<file path="config.mk">
export PLATFORM = sky130hd
export DESIGN_NAME = llace_ctrl
export DESIGN_NICKNAME = d
export VERILOG_FILES = /design/src/rtl/llace_pkg.sv /design/src/rtl/llace_ctrl.sv
export SDC_FILE = /design/constraint.sdc
export NUM_CORES = 1
export LEC_CHECK = 0
export ABC_AREA = 1
export BUFFER_PORTS_ARGS = -buffer_cell sky130_fd_sc_hd__buf_4
export CAP_MARGIN = 10
export CORE_AREA = 2 2 39 41
export CTS_BUF_LIST = sky130_fd_sc_hd__clkbuf_8
export CTS_CLUSTER_DIAMETER = 60
export DETAILED_ROUTE_END_ITERATION = 12
export DIE_AREA = 0 0 41 43
export GPL_TIMING_DRIVEN = 0
export HOLD_SLACK_MARGIN = 0.06
export PLACE_DENSITY = 0.62
export SLEW_MARGIN = 40
export SYNTH_ARGS = -nofsm -noshare
export SYNTH_HDL_FRONTEND = slang
export SYNTH_SLANG_ARGS = --single-unit
</file>
<file path="constraint.sdc">
create_clock -name clk -period 1.1 [get_ports clk]
set_input_delay 0.11 -clock clk [delete_from_list [all_inputs] [get_ports clk]]
set_output_delay 0.11 -clock clk [all_outputs]
set_load 0.03 [all_outputs]
</file>
<file path="src/rtl/llace_pkg.sv">
`timescale 1ns / 1ps
package llace_pkg;

	localparam int MaxSideDefault = 64;

	typedef enum logic [1:0] {
		OP_WRITE  = 2'd0,
		OP_READ   = 2'd1,
		OP_EVOLVE = 2'd2,
		OP_COMMIT = 2'd3
	} op_t;

	typedef enum logic [2:0] {
		REG_LIVE   = 3'd0,
		REG_BORN   = 3'd1,
		REG_WRAP   = 3'd2,
		REG_COLS   = 3'd3,
		REG_ROWS   = 3'd4
	} reg_idx_t;

	localparam logic [2:0] WRAP_PLANE = 3'd0;
	localparam logic [2:0] WRAP_RING  = 3'd1;
	localparam logic [2:0] WRAP_MOB   = 3'd2;
	localparam logic [2:0] WRAP_TORUS = 3'd3;
	localparam logic [2:0] WRAP_SPH   = 3'd4;
	localparam logic [2:0] WRAP_KLEIN = 3'd5;
	localparam logic [2:0] WRAP_PROJ  = 3'd6;

	// sphere edge codes: left, right, top, bottom
	localparam logic [3:0] SPH_TL = 4'hA;
	localparam logic [3:0] SPH_BR = 4'h5;
	localparam logic [3:0] SPH_BL = 4'h9;
	localparam logic [3:0] SPH_L  = 4'h8;
	localparam logic [3:0] SPH_TR = 4'h6;
	localparam logic [3:0] SPH_R  = 4'h4;
	localparam logic [3:0] SPH_T  = 4'h2;
	localparam logic [3:0] SPH_B  = 4'h1;

	typedef struct packed {
		logic [1:0] operation;
		logic [6:0] column;
		logic [6:0] row;
		logic       cell_value;
	} in_item_t;

	typedef struct packed {
		logic       cell_state;
		logic [3:0] neighbour_count;
		logic       status;
	} out_item_t;

	typedef struct packed {
		logic [2:0] index;
		logic [8:0] data;
	} cfg_item_t;

	typedef enum logic [2:0] {
		ST_CLEAR,
		ST_IDLE,
		ST_NEIGH,
		ST_CENTRE,
		ST_FINISH,
		ST_OUT
	} state_t;

	// controller to datapath
	typedef struct packed {
		logic clear_en;
		logic load;
		logic issue;
		logic centre;
		logic finish;
		logic flip;
		logic [2:0] nidx;
	} cmd_t;

	// datapath to controller
	typedef struct packed {
		logic clear_done;
		logic bad;
		logic evolve;
		logic commit;
	} stat_t;

endpackage

</file>
<file path="src/rtl/llace_ctrl.sv">
`timescale 1ns / 1ps
module llace_ctrl import llace_pkg::*; (
	input  logic  clk,
	input  logic  arst_n,
	input  logic  in_valid,
	output logic  in_stall,
	output logic  out_valid,
	input  logic  out_stall,
	input  stat_t stat,
	output cmd_t  cmd
);
	state_t state_q, state_d;
	logic [2:0] k_q;

	always_comb begin
		state_d = state_q;
		case (state_q)
			ST_CLEAR: if (stat.clear_done) state_d = ST_IDLE;
			ST_IDLE: if (in_valid) state_d = ST_CENTRE;
			ST_CENTRE: begin
				if (stat.evolve && !stat.bad) state_d = ST_NEIGH;
				else state_d = ST_FINISH;
			end
			// counter wraps to zero after the last neighbour: centre read
			ST_NEIGH: if (k_q == 3'd0) state_d = ST_FINISH;
			ST_FINISH: state_d = ST_OUT;
			ST_OUT: if (!out_stall) state_d = ST_IDLE;
			default: state_d = ST_IDLE;
		endcase
	end

	always_comb begin
		cmd = '0;
		cmd.nidx = k_q;
		in_stall = (state_q != ST_IDLE);
		out_valid = (state_q == ST_OUT);
		case (state_q)
			ST_CLEAR: cmd.clear_en = 1'b1;
			ST_IDLE: cmd.load = in_valid;
			ST_CENTRE: begin
				// neighbours first for evolve, centre read last
				if (!(stat.evolve && !stat.bad)) begin
					cmd.issue = 1'b1;
					cmd.centre = 1'b1;
				end else begin
					cmd.issue = 1'b1;
				end
			end
			ST_NEIGH: begin
				cmd.issue = 1'b1;
				cmd.centre = (k_q == 3'd0);
			end
			ST_FINISH: begin
				cmd.finish = 1'b1;
				cmd.flip = stat.commit;
			end
			default: ;
		endcase
	end

	always_ff @(posedge clk or negedge arst_n) begin
		if (!arst_n) begin
			state_q <= ST_CLEAR;
			k_q <= '0;
		end else begin
			state_q <= state_d;
			if (state_q == ST_CENTRE || state_q == ST_NEIGH) k_q <= k_q + 3'd1;
			else k_q <= '0;
		end
	end

	assert property (@(posedge clk) disable iff (!arst_n)
		(state_q == ST_OUT && out_stall) |=> state_q == ST_OUT)
		else $error("result dropped under stall");
	assert property (@(posedge clk) disable iff (!arst_n)
		cmd.load |=> state_q == ST_CENTRE)
		else $error("load did not start work");
	assert property (@(posedge clk) disable iff (!arst_n)
		state_q == ST_FINISH |=> out_valid)
		else $error("finish without result");
endmodule

</file>
==> results.toml <==
[worst_setup_path]
cp_num_buf_inv = 3
critical_path.max_stage_delay_ns = 0.44
crit_fanout = 3
worstPathCellList = "buf_12, nor2_4, inv_2, nor2_4, buf_6"
cpMaxStageDelayCell = "dfrtp_2"
arrival_ns = 1.20
end_kind = "output pin"
crit_top_cell = "nor2_4"
cp-start-kind = "flip-flop"
crit_type = "reg -> out"
cp.required_ns = 0.99
cp_top_family = "flip-flops"

[routing]
ant_nets = 0
drc = 0
routed_wl_um = 1010
via_per_inst = 4.179
drtIter0Drc = 0
vias = 443
drt_first_pass_iters = 1
wl_per_cell_um = 9.528

[timing]
worst_clock_skew_ns = 0.005017
fin_ws_ns = -0.2084
period_needed_ns = 1.308
slew_headroom_pct = 86.62
hold-worst-slack_ns = 0.2196
drv_slew = 0
clock.fmax_ghz = 0.7643
post-route-period-util_pct = 118.9
rsz0062_at_grt = "yes"
setup_violations = 11
timing_hold_violations_final = 0
worstMarginPinSlew_ns = 0.2006

[global_route]
grt.total_usage_pct = 13.74
grt_pass1_wl_um = 1669
grt_overflow_total = 0
grt_max_degree = 7
grt_pass1_vias = 447
antenna_found_initial = 0

[synth]
postSynthNetCount = 67
syn_inst = 57
yosys.area_share.simple_pct = 36.94
synth.yosys.seq_area_share_pct = 36.04
ys_warn_count = 0
synth-seq-cells = 6
synth.area.mux_share_pct = 0
synthXorXnorAreaFrac_pct = 2.102
synth.distinct_cells = 17
synth_top_area_share_pct = 36.04
yosysTopAreaCell = "dfrtp_1"
synth_top_family_by_area = "simple AND/OR/NAND/NOR gates"
synth_fa_ha_area_share_pct = 6.006
avgSynthCellArea_um2 = 7.310
syn_area_um2 = 416.7
synth_compound_area_share_pct = 5.405
synth.area.top_cells = "dfrtp_1 (36%), inv_1 (11%), nand2_1 (9.0%)"

[cts]
cts_tree = "built"
cts_sinks = 6
cts_max_level = 1
cts-root-buf = "clkbuf_8"
clockBufferDepth = 2
clk_transition_reported_paths_ns = 0.03
clock_latency_ns = 0.22
cts_made_buffers = 3

[floorplanning]
rows = 14
die_w_um = 41
die_area_um2 = 1763
coreArea_um2 = 1384
pin_count = 19
chipHeight_um = 43
start_util_pct = 30.11

[place]
dpl-instance-area_um2 = 629.4
portBuffers = 18
place_congestion = 0.7541
place_ws_ns = -0.09674
dp_hpwl_um = 690
placedCellCount = 91

[final_layout]
final_core_util_pct = 61.39
nNetsFinal = 101
fin_cells = 106
drive_gt1_share_pct = 70.00
fillerInstances = 116
final_cell_mix = "buf_4 (17), buf_6 (10), inv_1 (8)"
fin_area_um2 = 849.6
mostFrequentLayoutCell = "buf_4"
diodes = 0
area_delta_synth_final_pct = 103.9

[pwr]
cellPowerDensity_nw_per_um2 = 2793
p_leak_nw = 0.4260
ir_drop_mv = 1.268

[status]
failed_checks = "negative setup slack"
status = "finished, violations left"

[job]
maxCapViolations = 0

[min_path]
hp-class = "in -> reg"
==> flip-flops by register name, indices dropped and copies added (netlist names) <==
register  count
k_q           3
state_q       3
==> metal layers <==
layer / wire length [µm] / global-route usage (%)
met3: 15 / 1.571
met2: 574 / 21.25
met5: 0 / 0
met4: 0 / 8.000
met1: 420 / 17.38
==> logic make-up after synthesis <==
logic type               count (synthesis)
flip-flops                               6
XOR/XNOR                                 1
AND/OR/NAND/NOR                         29
AO/OA/AOI/OAI                            4
adder cells (fa/ha/maj)                  2
buffers and inverters                   15
==> path summary, 6_finish.rpt <==
kind	endpoint	cells after the start	slack, ns	from
worst max-delay path	cmd[4]	5	-0.21	state_q[0]
worst min-delay path	state_q[0]	4	0.22	in_valid
worst max register to register	state_q[1]	9	-0.10	k_q[1]
worst min register to register	k_q[0]	2	0.55	k_q[0]
max in group asynchronous	state_q[1]	2	0.73	arst_n
min in group asynchronous	k_q[2]	2	0.24	arst_n
==> cell usage after synthesis <==
library cell,instances
inv_1,12
nand2_1,10
nor2_1,7
dfrtp_1,6
nand3_1,4
inv_2,3
ha_1,2
nand3_2,2
nor2_2,2
nor2_4,2
a21oi_1,1
and3_2,1
nand3b_1,1
o21ai_0,1
o21ai_1,1
o31ai_1,1
xnor2_1,1
==> power by group <==
part / leakage [nW] / internal (W) / switching [W]
Clock: 0.0269 / 0.000239 / 0.0000892
Combinational: 0.329 / 0.000751 / 0.000870
Sequential: 0.0700 / 0.000308 / 0.000115
==> cell type report <==
class	instances	area [µm²]	area share (%)
clock buffers	3	41.29	4.860
multi-input cells	36	299.0	35.20
clock inverters	1	3.754	0.4418
inverters	15	58.81	6.922
repair buffers	29	270.3	31.81
well taps	16	20.02	2.356
flip-flops and latches	6	156.4	18.41
==> worst register-to-register path: stages (launching register included) <==
cell     delay, ns
dfrtp_2       0.37
inv_2         0.05
ha_4          0.15
nand2_4       0.06
buf_4         0.11
nand3_2       0.09
nand2_2       0.09
inv_2         0.04
nand3_1       0.06
nand2_1       0.06
==> stage by stage <==
step	setup TNS, ns	power, W
2_1_floorplan	-0.4642	0.001250
3_3_place_gp	-0.2109	0.001557
3_5_place_dp	-0.2088	0.001571
4_1_cts	-1.424	0.002179
5_1_grt	-1.939	0.002548
6_report	-1.310	0.002373
==> what timing repair did <==
item / 4_1_cts / 5_1_grt
pin swaps: 2 / 3
buffers inserted: 7 / 3
endpoints found under the setup margin: 10 / 14
hold endpoints to repair: 6 / 0
hold buffers: 1 / 0
gates resized for setup: 11 / 15
(Power assumes the default switching activity.)
